===== config.mk =====
export PLATFORM = sky130hd
export DESIGN_NAME = fast_walsh_transform_top_flat
export DESIGN_NICKNAME = d
export VERILOG_FILES = /design/src/rtl/fwt_pkg.sv /design/src/rtl/fwt_if.sv /design/src/rtl/fwt_ram.sv /design/src/rtl/fwt_bfly.sv /design/src/rtl/fast_walsh_transform_top.sv /design/src/flat_wrapper.sv
export SDC_FILE = /design/constraint.sdc
export NUM_CORES = 2
export LEC_CHECK = 0
export BUFFER_PORTS_ARGS = -buffer_cell sky130_fd_sc_hd__buf_2
export CORE_MARGIN = 5
export CORE_UTILIZATION = 50
export CTS_CLUSTER_DIAMETER = 60
export CTS_CLUSTER_SIZE = 28
export DETAILED_ROUTE_END_ITERATION = 16
export PLACE_DENSITY = 0.65
export SYNTH_ARGS = -nofsm -noshare
export SYNTH_HDL_FRONTEND = slang
export SYNTH_HIERARCHICAL = 1
export SYNTH_SLANG_ARGS = --single-unit

===== constraint.sdc =====
create_clock -name clock -period 5.26 [get_ports clock]
set_input_delay 1.052 -clock clock [delete_from_list [all_inputs] [get_ports clock]]
set_output_delay 1.052 -clock clock [all_outputs]
set_load 0.005 [all_outputs]

===== src/rtl/fwt_pkg.sv =====
// Shared constants for the fast Walsh-Hadamard transform block.
// Used by the channel interfaces and the top level; depends on nothing.

package fwt_pkg;

   localparam int COEF_BITS     = 22;
   localparam int POS_BITS      = 6;
   localparam int LOG2_BITS     = 3;
   localparam int CSR_IDX_BITS  = 1;
   localparam int CSR_DATA_BITS = 3;

   localparam logic [CSR_IDX_BITS-1:0] CSR_LOG2_SIZE = 1'd0;
   localparam logic [CSR_IDX_BITS-1:0] CSR_NORMALIZE = 1'd1;

   localparam logic [LOG2_BITS-1:0] LOG2_RESET = 3'd6;

endpackage


===== src/rtl/fwt_if.sv =====
// Valid/ready channel interfaces for sample beats and coefficient beats.
// Depends on fwt_pkg for the coefficient and position widths.

interface fwt_req_if #(
   parameter int SAMPLE_BITS = 16
) ();
   logic                          valid;
   logic                          ready;
   logic signed [SAMPLE_BITS-1:0] sample;

   modport source (output valid, output sample, input ready);
   modport sink   (input valid, input sample, output ready);
endinterface

interface fwt_rsp_if import fwt_pkg::*; ();
   logic                        valid;
   logic                        ready;
   logic signed [COEF_BITS-1:0] coefficient;
   logic [POS_BITS-1:0]         position;
   logic                        final_res;

   modport source (output valid, output coefficient, output position, output final_res,
                   input ready);
   modport sink   (input valid, input coefficient, input position, input final_res,
                   output ready);
endinterface


===== src/rtl/fwt_ram.sv =====
// Work store: one write port and two registered read ports.
// No dependencies.

module fwt_ram #(
   parameter int ADDR_BITS = 6,
   parameter int WIDTH     = 22
) (
   input  logic                    clock,
   input  logic                    wr_en,
   input  logic [ADDR_BITS-1:0]    wr_addr,
   input  logic signed [WIDTH-1:0] wr_data,
   input  logic [ADDR_BITS-1:0]    rd_addr_a,
   input  logic [ADDR_BITS-1:0]    rd_addr_b,
   output logic signed [WIDTH-1:0] rd_data_a,
   output logic signed [WIDTH-1:0] rd_data_b
);

   localparam int DEPTH = 1 << ADDR_BITS;

   logic signed [WIDTH-1:0] mem [DEPTH];
   logic signed [WIDTH-1:0] rd_a_ff;
   logic signed [WIDTH-1:0] rd_b_ff;

   always_ff @(posedge clock) begin
      if (wr_en) begin
         mem[wr_addr] <= wr_data;
      end
      rd_a_ff <= mem[rd_addr_a];
      rd_b_ff <= mem[rd_addr_b];
   end

   assign rd_data_a = rd_a_ff;
   assign rd_data_b = rd_b_ff;

endmodule


===== src/rtl/fwt_bfly.sv =====
// Shared radix-2 butterfly: sum and difference of one pair of store entries.
// No dependencies.

module fwt_bfly #(
   parameter int WIDTH = 22
) (
   input  logic signed [WIDTH-1:0] x,
   input  logic signed [WIDTH-1:0] y,
   output logic signed [WIDTH-1:0] sum,
   output logic signed [WIDTH-1:0] diff
);

   // The store is wide enough for the full growth of every stage.
   assign sum  = x + y;
   assign diff = x - y;

endmodule


===== src/rtl/fast_walsh_transform_top.sv =====
// Top level of the fast Walsh-Hadamard transform block: sequencer, register port.
// Depends on fwt_pkg, fwt_if, fwt_ram and fwt_bfly.
//
// Usage: samples arrive as beats on req_bus, one per cycle while req_bus.ready
// is high. Sample i is written to the bit-reversed address of i. When the
// n-th sample (n = 2^log2_size, clamped to 1..log2(MAX_POINTS)) is taken, the
// block drops ready and runs log2_size stages of in-place butterflies through
// one shared add/subtract unit, then sends n coefficient beats on rsp_bus in
// index order, with final_res set on the last one.
// Sequencing: each butterfly writes its two entries one after the other, as
// the store has one write port, and a read state at each stage boundary
// refills the read pipe. Each coefficient then passes through a store read and
// the output register, and waits while rsp_bus stalls. Reset clears the
// sequencer and the load count and sets log2_size to 6 and normalize to 1; the
// store itself is not cleared. A stalled receiver holds the current coefficient
// beat and the sequencer waits. Writing log2_size while loading restarts
// loading from sample zero.

module fast_walsh_transform_top import fwt_pkg::*; #(
   parameter int MAX_POINTS  = 64,
   parameter int SAMPLE_BITS = 16
) (
   input  logic                     clock,
   input  logic                     reset,
   fwt_req_if.sink                  req_bus,
   fwt_rsp_if.source                rsp_bus,
   input  logic                     csr_wr_en,
   input  logic [CSR_IDX_BITS-1:0]  csr_index,
   input  logic [CSR_DATA_BITS-1:0] csr_wdata
);

   localparam int MAXLOG = $clog2(MAX_POINTS + 1) - 1;
   localparam int WW     = SAMPLE_BITS + MAXLOG;

   typedef enum logic [2:0] {
      S_LOAD, S_BF_RD, S_BF_WA, S_BF_WB, S_OUT_RD, S_OUT_LD
   } state_type;

   state_type                state_ff;
   logic [MAXLOG-1:0]        idx_ff;
   logic [LOG2_BITS-1:0]     stage_ff;
   logic [LOG2_BITS-1:0]     log2_ff;
   logic                     norm_ff;
   logic signed [WW-1:0]     diff_ff;
   logic                     rsp_valid_ff;
   logic signed [COEF_BITS-1:0] coef_ff;
   logic [POS_BITS-1:0]      pos_ff;
   logic                     final_ff;

   logic [LOG2_BITS-1:0]     l_eff;
   logic [MAXLOG-1:0]        n_m1;
   logic [MAXLOG-1:0]        half_m1;
   logic [MAXLOG-1:0]        full_rev;
   logic [MAXLOG-1:0]        load_addr;
   logic [MAXLOG-1:0]        pair_sel;
   logic [MAXLOG-1:0]        a_cur;
   logic [MAXLOG-1:0]        e_cur;
   logic [MAXLOG-1:0]        a_rd;
   logic [MAXLOG-1:0]        e_rd;
   logic                     req_take;
   logic                     out_take;

   logic                     wr_en;
   logic [MAXLOG-1:0]        wr_addr;
   logic signed [WW-1:0]     wr_data;
   logic [MAXLOG-1:0]        rd_addr_a;
   logic [MAXLOG-1:0]        rd_addr_b;
   logic signed [WW-1:0]     rd_data_a;
   logic signed [WW-1:0]     rd_data_b;
   logic signed [WW-1:0]     bf_sum;
   logic signed [WW-1:0]     bf_diff;
   logic signed [WW-1:0]     shifted;

   // Lower address of butterfly pair p at stage s: a zero bit is inserted at bit s.
   function automatic logic [MAXLOG-1:0] pair_low(input logic [MAXLOG-1:0] p,
                                                  input logic [LOG2_BITS-1:0] s);
      logic [MAXLOG-1:0] lo_mask;
      lo_mask  = ~({MAXLOG{1'b1}} << s);
      pair_low = ((((p >> s) << s) << 1) | (p & lo_mask));
   endfunction

   always_comb begin
      l_eff = log2_ff;
      if (log2_ff == '0) begin
         l_eff = LOG2_BITS'(1);
      end else if (log2_ff > LOG2_BITS'(MAXLOG)) begin
         l_eff = LOG2_BITS'(MAXLOG);
      end
   end

   assign n_m1    = {MAXLOG{1'b1}} >> (LOG2_BITS'(MAXLOG) - l_eff);
   assign half_m1 = n_m1 >> 1;

   always_comb begin
      for (int j = 0; j < MAXLOG; j++) begin
         full_rev[j] = idx_ff[MAXLOG-1-j];
      end
   end

   assign load_addr = full_rev >> (LOG2_BITS'(MAXLOG) - l_eff);

   // While the last write of a pair goes out, the next pair is already read.
   assign pair_sel = (state_ff == S_BF_WB) ? idx_ff + MAXLOG'(1) : idx_ff;
   assign a_cur    = pair_low(idx_ff, stage_ff);
   assign e_cur    = a_cur | (MAXLOG'(1) << stage_ff);
   assign a_rd     = pair_low(pair_sel, stage_ff);
   assign e_rd     = a_rd | (MAXLOG'(1) << stage_ff);

   assign req_take = req_bus.valid && (state_ff == S_LOAD);
   assign out_take = !rsp_valid_ff || rsp_bus.ready;

   always_comb begin
      wr_en     = 1'b0;
      wr_addr   = load_addr;
      wr_data   = WW'(req_bus.sample);
      rd_addr_a = a_rd;
      rd_addr_b = e_rd;
      unique case (state_ff)
         S_LOAD: begin
            wr_en = req_take;
         end
         S_BF_WA: begin
            wr_en   = 1'b1;
            wr_addr = a_cur;
            wr_data = bf_sum;
         end
         S_BF_WB: begin
            wr_en   = 1'b1;
            wr_addr = e_cur;
            wr_data = diff_ff;
         end
         S_OUT_RD, S_OUT_LD: begin
            rd_addr_a = idx_ff;
         end
         default: begin
         end
      endcase
   end

   assign shifted = norm_ff ? (rd_data_a >>> l_eff) : rd_data_a;

   fwt_ram #(
      .ADDR_BITS (MAXLOG),
      .WIDTH     (WW)
   ) u_ram (
      .clock     (clock),
      .wr_en     (wr_en),
      .wr_addr   (wr_addr),
      .wr_data   (wr_data),
      .rd_addr_a (rd_addr_a),
      .rd_addr_b (rd_addr_b),
      .rd_data_a (rd_data_a),
      .rd_data_b (rd_data_b)
   );

   fwt_bfly #(
      .WIDTH (WW)
   ) u_bfly (
      .x    (rd_data_a),
      .y    (rd_data_b),
      .sum  (bf_sum),
      .diff (bf_diff)
   );

   always_ff @(posedge clock) begin
      if (reset) begin
         state_ff     <= S_LOAD;
         idx_ff       <= '0;
         stage_ff     <= '0;
         log2_ff      <= LOG2_RESET;
         norm_ff      <= 1'b1;
         rsp_valid_ff <= 1'b0;
      end else begin
         if (csr_wr_en) begin
            unique case (csr_index)
               CSR_LOG2_SIZE: log2_ff <= csr_wdata[LOG2_BITS-1:0];
               CSR_NORMALIZE: norm_ff <= csr_wdata[0];
               default: begin
               end
            endcase
         end

         // In S_OUT_LD an accepted beat is replaced by the next one below.
         if (rsp_valid_ff && rsp_bus.ready && (state_ff != S_OUT_LD)) begin
            rsp_valid_ff <= 1'b0;
         end

         unique case (state_ff)
            S_LOAD: begin
               if (csr_wr_en && (csr_index == CSR_LOG2_SIZE)) begin
                  idx_ff <= '0;
               end else if (req_take) begin
                  if (idx_ff == n_m1) begin
                     idx_ff   <= '0;
                     stage_ff <= '0;
                     state_ff <= S_BF_RD;
                  end else begin
                     idx_ff <= idx_ff + MAXLOG'(1);
                  end
               end
            end
            S_BF_RD: begin
               state_ff <= S_BF_WA;
            end
            S_BF_WA: begin
               diff_ff  <= bf_diff;
               state_ff <= S_BF_WB;
            end
            S_BF_WB: begin
               if (idx_ff == half_m1) begin
                  idx_ff <= '0;
                  if (stage_ff == l_eff - LOG2_BITS'(1)) begin
                     state_ff <= S_OUT_RD;
                  end else begin
                     stage_ff <= stage_ff + LOG2_BITS'(1);
                     state_ff <= S_BF_RD;
                  end
               end else begin
                  idx_ff   <= idx_ff + MAXLOG'(1);
                  state_ff <= S_BF_WA;
               end
            end
            S_OUT_RD: begin
               state_ff <= S_OUT_LD;
            end
            S_OUT_LD: begin
               if (out_take) begin
                  rsp_valid_ff <= 1'b1;
                  coef_ff      <= COEF_BITS'(shifted);
                  pos_ff       <= POS_BITS'(idx_ff);
                  final_ff     <= (idx_ff == n_m1);
                  if (idx_ff == n_m1) begin
                     idx_ff   <= '0;
                     state_ff <= S_LOAD;
                  end else begin
                     idx_ff   <= idx_ff + MAXLOG'(1);
                     state_ff <= S_OUT_RD;
                  end
               end
            end
            default: begin
               state_ff <= S_LOAD;
            end
         endcase
      end
   end

   assign req_bus.ready       = (state_ff == S_LOAD);
   assign rsp_bus.valid       = rsp_valid_ff;
   assign rsp_bus.coefficient = coef_ff;
   assign rsp_bus.position    = pos_ff;
   assign rsp_bus.final_res   = final_ff;

`ifndef SYNTHESIS
   a_stage_bound: assert property (@(posedge clock) disable iff (reset)
      (state_ff == S_BF_RD || state_ff == S_BF_WA || state_ff == S_BF_WB)
      |-> (stage_ff < l_eff))
      else $error("butterfly stage beyond transform length");

   a_pair_bound: assert property (@(posedge clock) disable iff (reset)
      (state_ff == S_BF_RD || state_ff == S_BF_WA || state_ff == S_BF_WB)
      |-> (idx_ff <= half_m1))
      else $error("butterfly pair index beyond half length");

   a_index_bound: assert property (@(posedge clock) disable iff (reset)
      (state_ff == S_LOAD || state_ff == S_OUT_RD || state_ff == S_OUT_LD)
      |-> (idx_ff <= n_m1))
      else $error("sample or coefficient index beyond transform length");

   a_final_reopens: assert property (@(posedge clock) disable iff (reset)
      (state_ff == S_OUT_LD && out_take && idx_ff == n_m1)
      |=> (rsp_bus.valid && rsp_bus.final_res && req_bus.ready))
      else $error("last coefficient did not reopen loading");
`endif

endmodule


===== src/flat_wrapper.sv =====
// flat-port wrapper written by rule: the top's interface ports become plain ports
module fast_walsh_transform_top_flat import fwt_pkg::*;
#(
   parameter int MAX_POINTS  = 64,
   parameter int SAMPLE_BITS = 16
)
  (clock, reset, csr_wr_en, csr_index, csr_wdata, req_bus_valid, req_bus_sample, req_bus_ready, rsp_bus_valid, rsp_bus_coefficient, rsp_bus_position, rsp_bus_final_res, rsp_bus_ready);
  fwt_req_if #(.SAMPLE_BITS(SAMPLE_BITS)) req_bus_i ();
  fwt_rsp_if rsp_bus_i ();
  input  logic clock;
  input  logic reset;
  input  logic csr_wr_en;
  input  logic [CSR_IDX_BITS-1:0] csr_index;
  input  logic [CSR_DATA_BITS-1:0] csr_wdata;
  input wire logic [$bits(req_bus_i.valid)-1:0] req_bus_valid;
  input wire logic [$bits(req_bus_i.sample)-1:0] req_bus_sample;
  output wire logic [$bits(req_bus_i.ready)-1:0] req_bus_ready;
  output wire logic [$bits(rsp_bus_i.valid)-1:0] rsp_bus_valid;
  output wire logic [$bits(rsp_bus_i.coefficient)-1:0] rsp_bus_coefficient;
  output wire logic [$bits(rsp_bus_i.position)-1:0] rsp_bus_position;
  output wire logic [$bits(rsp_bus_i.final_res)-1:0] rsp_bus_final_res;
  input wire logic [$bits(rsp_bus_i.ready)-1:0] rsp_bus_ready;
  assign req_bus_i.valid = req_bus_valid;
  assign req_bus_i.sample = req_bus_sample;
  assign req_bus_ready = req_bus_i.ready;
  assign rsp_bus_valid = rsp_bus_i.valid;
  assign rsp_bus_coefficient = rsp_bus_i.coefficient;
  assign rsp_bus_position = rsp_bus_i.position;
  assign rsp_bus_final_res = rsp_bus_i.final_res;
  assign rsp_bus_i.ready = rsp_bus_ready;
  fast_walsh_transform_top #(.MAX_POINTS(MAX_POINTS), .SAMPLE_BITS(SAMPLE_BITS)) u_core (.clock(clock), .reset(reset), .req_bus(req_bus_i), .rsp_bus(rsp_bus_i), .csr_wr_en(csr_wr_en), .csr_index(csr_index), .csr_wdata(csr_wdata));
endmodule

* Yosys cells after proc, flatten, opt, wreduce, memory -nomap -nowiden
Memories as Yosys holds them, arrays and structs flattened. A register that Yosys moved wholly into a read port is not among the register bits.
Cells that the tools add are included.
** Storage, ports and cells
- Flip-flop bits (word level) :: 68
- Bits in writable memories :: 1408
- Input bits :: 25
- Logic and storage cells :: 104
- Memories :: 1
** Cells by class
- $add $sub $neg :: 6
- Order comparisons :: 1
- Equality and inequality tests :: 16
- Shifts and indexed selects :: 9
- Multiplexer cells :: 33
- Bitwise gates (word level) :: 9
- Reductions and logical operators :: 19
** Memory list
- u_core.u_ram.mem :: words 64, bits a word 22, read ports 2, clocked after Yosys merged registers in 2, wr ports 1, RTL line fwt_ram.sv:20 : logic signed [WIDTH-1:0] mem [DEPTH];
** Operators with widths (count)
- $pmux 22 s2 :: 1
- $mux 3 :: 14
- $mux 6 :: 7
- $or 6x6->6 :: 4
- $add 22x22->22 :: 1
- $mux 22 :: 1
- $sshr 22x3->22 :: 1
- $sub 22x22->22 :: 1
- $pmux 3 s6 :: 1
- $pmux 6 s3 :: 1
- $shr 6x3->6 :: 3
- $and 6x6->6 :: 2
- $pmux 6 s2 :: 1
- $shl 6x3->5 :: 2
- $add 6x1->6 const B :: 1
- $eq 3x2->1 const B :: 2
- $eq 3x3->1 const B :: 2
- $eq 6x5->1 :: 1
- $eq 6x6->1 :: 1
- $logic_not 3->1 :: 2
- $ne 2x1->1 const B :: 3
- $ne 2x2->1 const B :: 3
- $not 6->6 :: 1
- $pmux 3 s2 :: 1
- 24 further kinds :: 36

* Longest topological paths before layout
- Word-level depth :: 10
- Mapped depth :: 17

* Cells and area by module
The synthesis kept the hierarchy.
** Modules (own cells, without submodules)
- fwt_ram :: times used 1, cells each 3382, area each 66447.5 µm², seq. area each 43161.4 µm²
- fast_walsh_transform_top :: times used 1, cells each 515, area each 4774.6 µm², seq. area each 1871.8 µm²
- fwt_bfly :: times used 1, cells each 366, area each 2432.3 µm², seq. area each 0.0 µm²

* Worst setup path before layout
Ideal clock, no wire load.
- Path type :: reg-to-reg
- From :: register u_core.u_ram.rd_b_ff[7] (netlist: u_core/u_ram/rd_data_b[7]), read port of u_core.u_ram.mem
- To :: memory u_core.u_ram.mem[0][14] (data pin)
- Setup time :: 0.702 ns
- Data arrival time :: 4.712 ns
- Data required time :: 4.558 ns
- Slack :: -0.153 ns
- Cell stages (with the launch flop) :: 11
- Period minus slack after synthesis :: 5.413 ns
- Cells stage by stage :: dfxtp_1 -> inv_1 -> ha_1 -> or3_4 -> or3_1 -> or3_1 -> o211a_2 -> nand3_1 -> o211a_1 -> mux2i_1 -> o21ai_0
** On the way
- Longest elaborated chain between the ends :: 2
** Ends and longest elaborated chain
- start: declaration :: RTL line fwt_ram.sv:22 : logic signed [WIDTH-1:0] rd_b_ff;
- $add 22x22->22 :: RTL line fwt_bfly.sv:14 : assign sum = x + y;
- named net u_core.bf_sum[14] :: RTL line fast_walsh_transform_top.sv:70 : logic signed [WW-1:0] bf_sum;
- $pmux 22 s2 :: RTL line fast_walsh_transform_top.sv:118 : unique case (state_ff)
- named net u_core.wr_data[14] :: RTL line fast_walsh_transform_top.sv:65 : logic signed [WW-1:0] wr_data;
- end: declaration :: RTL line fwt_ram.sv:20
The timed path passes the listed nets, and every way through them passes these cells.

* Worst setup path after layout
- From :: register u_core.idx_ff[0]
- To :: register u_core.u_ram.rd_b_ff[1] (netlist: u_core/u_ram/rd_data_b[1]), read port of u_core.u_ram.mem
** On the way
- Longest elaborated chain between the ends :: 6
- Elaborated cells on any way between the ends :: 7
- Those cells by class :: 1 x add/sub; 2 x shift; 1 x mux; 3 x bitwise
** Ends and longest elaborated chain
- start: declaration :: RTL line fast_walsh_transform_top.sv:40 : logic [MAXLOG-1:0] idx_ff;
- start signal: assignment :: RTL line fast_walsh_transform_top.sv:198 : idx_ff <= idx_ff + MAXLOG'(1);
- start signal: assignment :: RTL line fast_walsh_transform_top.sv:219 : idx_ff <= idx_ff + MAXLOG'(1);
- start signal: assignment :: RTL line fast_walsh_transform_top.sv:236 : idx_ff <= idx_ff + MAXLOG'(1);
- $add 6x1->6 :: RTL line fast_walsh_transform_top.sv:103 : assign pair_sel = (state_ff == S_BF_WB) ? idx_ff + MAXLOG'(1) : idx_ff;
- $mux 6 (*) :: RTL line fast_walsh_transform_top.sv:103
- $shr 6x3->6 :: RTL line fast_walsh_transform_top.sv:79 : pair_low = ((((p >> s) << s) << 1) | (p & lo_mask));
- $shl 6x3->5 :: RTL line fast_walsh_transform_top.sv:79
- $or 6x6->6 (*) :: RTL line fast_walsh_transform_top.sv:79
- $or 6x6->6 (*) :: RTL line fast_walsh_transform_top.sv:107 : assign e_rd = a_rd | (MAXLOG'(1) << stage_ff);
- named net u_core.e_rd[1] :: RTL line fast_walsh_transform_top.sv:59 : logic [MAXLOG-1:0] e_rd;
Mark *: on every way through the listed nets, which the timed path passes. The rest lies on a longest branch.
A chain may end at the register's enable or synchronous reset.

==> flow_results.org <==
** Status
- The run finished with clean final reports.

** Power
- The share of total power dissipated in sequential elements is 0.480.
- The design draws approximately 30 mW.
- In this run the power spent charging and discharging nets is 8.74 mW.
- Leakage power :: approximately 25 nW
- Int Power :: approximately 21 mW
- Peak VDD IR :: between 300 and 400 µV
- Clock share of power :: 0.329
- Of the total power, combinational logic draws 0.191.
- Share of total power consumed by net switching :: 0.296
- Pwr/cell area :: between 300 and 400 nW/µm²

** Synthesis
- Counting every instance in the synthesized netlist gives ~4,300.
- Count of flip-flops with a built-in enable after synthesis :: between 1,000 and 1,500
- Warning count from the yosys run :: 6
- Synthesis instantiated 86 different standard cells from the library.
- Post-synthesis instance area :: 73,700 µm²
- The most used flip-flop cell after synthesis is sky130_fd_sc_hd__edfxtp_1.
- Mapped Nets :: around 4,300
- In this run the mean area of a mapped cell was 17.3 µm².
- Number of storage elements in the synthesis netlist :: between 1,500 and 2,000
- The share of the Yosys chip area taken by registers is 0.611.
- Of all flip-flops after synthesis, the portion carrying an async set or reset was 0.

** Timing
- Worst Clk Skew :: about 0.041 ns
- On the final layout, the worst hold slack is 0.534 ns.
- Slew at the pin closest to its max-slew limit :: roughly 1.2 ns
- RSZ-0062 raised after global routing :: no
- Hold violation count in the final report :: 0
- Slew Limit Headroom :: 0.210
- Final-report max-slew violation count :: 0
- Final period util :: 0.989
- Shortest period the worst path allows :: ~5.2 ns
- Setup-violating endpoint count in the final report :: 0
- For this run, the top clock speed supported by timing is about 0.19 GHz.

** Placed design
- Counting tap cells, the placed design contains a total of 6,188 instances.
- Placer congestion estimate :: roughly 0.95
- Detail Placement HPWL :: 149,000 µm
- During placement, the flow inserted port buffers numbering 55.
- Post-placement cell area :: between 70,000 and 80,000 µm²

** Floorplanning
- In this run the standard cell core region covers approximately 150,000 µm².
- Initial core utilization :: 0.504
- Height of the die :: between 300 and 400 µm
- Die area :: approximately 160,000 µm²
- After floorplanning, the core was divided into 140 placement rows.
- Count of boundary I/O pins :: 56
- From left edge to right edge, the die measures just under 400 µm.

** CTS
- The tree built by TritonCTS fans out to between 1,500 and 2,000 sinks.
- In this run, post-CTS hold repair placed 0 buffers.
- No sink is reached through more buffers than the 3 on the longest clock path.
- Skew-Pair Late Insertion Delay :: around 0.77 ns
- Once the clock tree was built, the resizer swapped 0 gates to a different size.
- TritonCTS built the clock tree.
- Clk root buf :: sky130_fd_sc_hd__clkbuf_16
- Total clock buffers created by CTS :: 119
- The H-tree generated during clock tree synthesis spans 3 levels.
- Number of setup buffers added after CTS :: 0
- Clock-pin slew on the worst setup and hold paths :: 0.09 ns

** Setup path
- At the worst endpoint, the required time is just under 6 ns.
- Largest driver fanout on the critical path :: 34
- The cell that appears most often on the critical path is sky130_fd_sc_hd__mux2i_1.
- The worst setup path is of the reg2reg kind.
- STA classifies the critical path startpoint as a flop.
- Crit path cell chain :: ha_1 > mux2i_1 > nor2_1 > a31oi_1 > o21ai_4 > buf_12 > buf_4 > mux4_2 > mux2i_1 > o21ai_0 > nand2_1 > a311oi_1
- For this design, the slowest cell found on the critical path is sky130_fd_sc_hd__o21ai_0.
- Delay of the slowest cell on the worst path :: roughly 0.87 ns
- The worst register-to-register path has a setup slack of 0.06 ns.
- Critical Path End Type :: flop
- Arrival time reported for the critical path endpoint :: 5.87 ns

** Routing
- Total routed wirelength :: approximately 220,000 µm
- Average wire per standard cell :: approximately 35 µm
- Dividing the detail-routed via count by the number of cells gives 6.85.
- The pre-antenna-repair detailed-routing pass consisted of 5 iterations.
- After detailed routing, the number of remaining DRC violations is 0.
- The detailed router finished its first iteration with approximately 5,400 violations.
- Via count :: roughly 44,000
- Antenna Violating Nets Remaining :: 0

** Global route
- Global-route wire length before repair :: 321,000 µm
- Maximum number of pins on one net before global-route repair :: between 60 and 70
- Global-route congestion overflow total :: 0
- Via count of the first global-routing pass :: around 44,000
- The number of antenna violations at the first check in global routing came to 8.
- Overall routing resource usage :: 0.286

** Layout
- Counting the fill cells in the layout gives between 10,000 and 15,000.
- Measured on the finished design, the core utilization comes to 0.560.
- In the final layout, flip-flops and latches occupy 45,000 µm².
- Post-synthesis to final-layout area growth :: 11.2%
- For this run, the post-layout net count is around 4,500.
- Once layout is complete, the cells apart from fillers number between 6,000 and 7,000.
- Multi-input gate area in the final layout :: roughly 27,000 µm²
- Proportion of layout cells with a drive suffix above 1 :: 0.321
- Final instance area :: slightly above 80,000 µm²

** Job
- Across the run, the number of max-cap violations was 0.

** Worst hold path
- The path class of the tightest hold or removal check is reg2reg.
## kinds of logic (layout without fill, tap and decap cells)
logic type      after synthesis  after routing  share of synthesized area
flops                      1520           1520                      0.611
mux                         970            970                      0.244
simple gates                681            681                     0.0441
compound gates              602            602                     0.0568
buf+inv                     386            618                     0.0280
fa+ha+maj                    53             53                    0.00921
xor+xnor                     51             51                    0.00606
other cells                   0              4                          0
## Yosys cell counts, drive strengths merged (59+ instances only)
master	number	area [µm²]
mux2	104	1170
a221oi	59	534
clkbuf	110	413
nand2	192	721
o21ai	87	435
nor2	183	689
mux2i	214	2140
a21oi	106	538
a22oi	61	463
dfxtp	61	1220
edfxtp	1459	43800
buf	218	1430
nor2b	64	400
mux4	652	14700
a211oi	61	458
o22ai	71	444
## sequential cells by signal, summed over array words and instances (netlist names), 3 cells and up
signal	cells
u_core/u_ram/mem	1408
u_core/diff_ff	22
u_core/rsp_bus.coefficient	22
u_core/u_ram/rd_data_a	22
u_core/u_ram/rd_data_b	22
u_core/idx_ff	6
u_core/rsp_bus.position	6
u_core/log2_ff	3
u_core/stage_ff	3
u_core/state_ff	3
## power by group through the flow
stage / clock network [mW] / registers (mW) / logic, mW
global placement: 0 / 14.5 / 5.53
global route: 10.4 / 14.2 / 6.00
floorplan: 0 / 14.3 / 3.68
finish: 9.73 / 14.2 / 5.65
CTS: 9.87 / 14.2 / 5.59
detailed placement: 0 / 14.5 / 5.57
## layout make-up
cell class                 count  area share
antenna                        4    0.000122
clock buffer                 128      0.0375
clock inverter                96      0.0142
inverter                      58     0.00266
multi-input combinational   2357       0.331
sequential                  1520       0.550
tap                         1917      0.0293
timing repair buffer         336      0.0349
## critical path: cells and delay by family (launching register included)
kind                     cells  cell delay, ns
buffers and inverters        2            0.60
flip-flops                   1            0.83
adder cells (fa/ha/maj)      1            0.38
multiplexers                 3            0.63
AO/OA/AOI/OAI                4            2.06
AND/OR/NAND/NOR              2            0.56
## cell usage in the layout (no fill, tap or decap), types with 37 or more instances in the layout
cell type	n
sky130_fd_sc_hd__inv_1	53
sky130_fd_sc_hd__ha_1	51
sky130_fd_sc_hd__o21ai_0	57
sky130_fd_sc_hd__nor3_1	53
sky130_fd_sc_hd__a221oi_1	56
sky130_fd_sc_hd__nor2_2	60
sky130_fd_sc_hd__clkbuf_16	121
sky130_fd_sc_hd__a21oi_1	93
sky130_fd_sc_hd__buf_4	242
sky130_fd_sc_hd__dfxtp_1	60
sky130_fd_sc_hd__nor2_1	120
sky130_fd_sc_hd__buf_2	55
sky130_fd_sc_hd__edfxtp_1	1459
sky130_fd_sc_hd__nand2b_1	40
sky130_fd_sc_hd__mux2_2	104
sky130_fd_sc_hd__mux4_2	652
sky130_fd_sc_hd__nand3_1	57
sky130_fd_sc_hd__nor2b_1	63
sky130_fd_sc_hd__o22ai_1	71
sky130_fd_sc_hd__a211oi_1	60
sky130_fd_sc_hd__mux2i_1	214
sky130_fd_sc_hd__nand2_1	191
sky130_fd_sc_hd__a22oi_1	60
sky130_fd_sc_hd__buf_12	37
## stage by stage
| step | setup TNS (ns) | worst slack [ns] |
|---|---|---|
| finish | 0 | 0.0596 |
| global route | 0 | 0.0296 |
| CTS | 0 | 0.204 |
| detailed placement | 0 | 0.217 |
| global placement | -0.223 | -0.178 |
| floorplan | 0 | 0.0612 |
## layer usage
metal  up-vias  global-route usage  wire, µm
met3       437              0.0665     24100
li1      18000                   -         -
met4         0               0.138     12500
met5         -                   0         0
met2      2507               0.449    105000
met1     23000               0.382     82700
## worst paths after layout
kind	start	end	depth (start not counted)
hold reg to reg	u_core/rsp_bus.valid$_SDFF_PP0_	u_core/rsp_bus.valid$_SDFF_PP0_	2
setup / recovery	u_core/idx_ff[0]$_SDFFE_PP0P_	u_core/u_ram/rd_data_b[1]$_DFF_P_	12
hold / removal	u_core/rsp_bus.valid$_SDFF_PP0_	u_core/rsp_bus.valid$_SDFF_PP0_	2
setup reg to reg	u_core/idx_ff[0]$_SDFFE_PP0P_	u_core/u_ram/rd_data_b[1]$_DFF_P_	12
(Power assumes the default switching activity.)
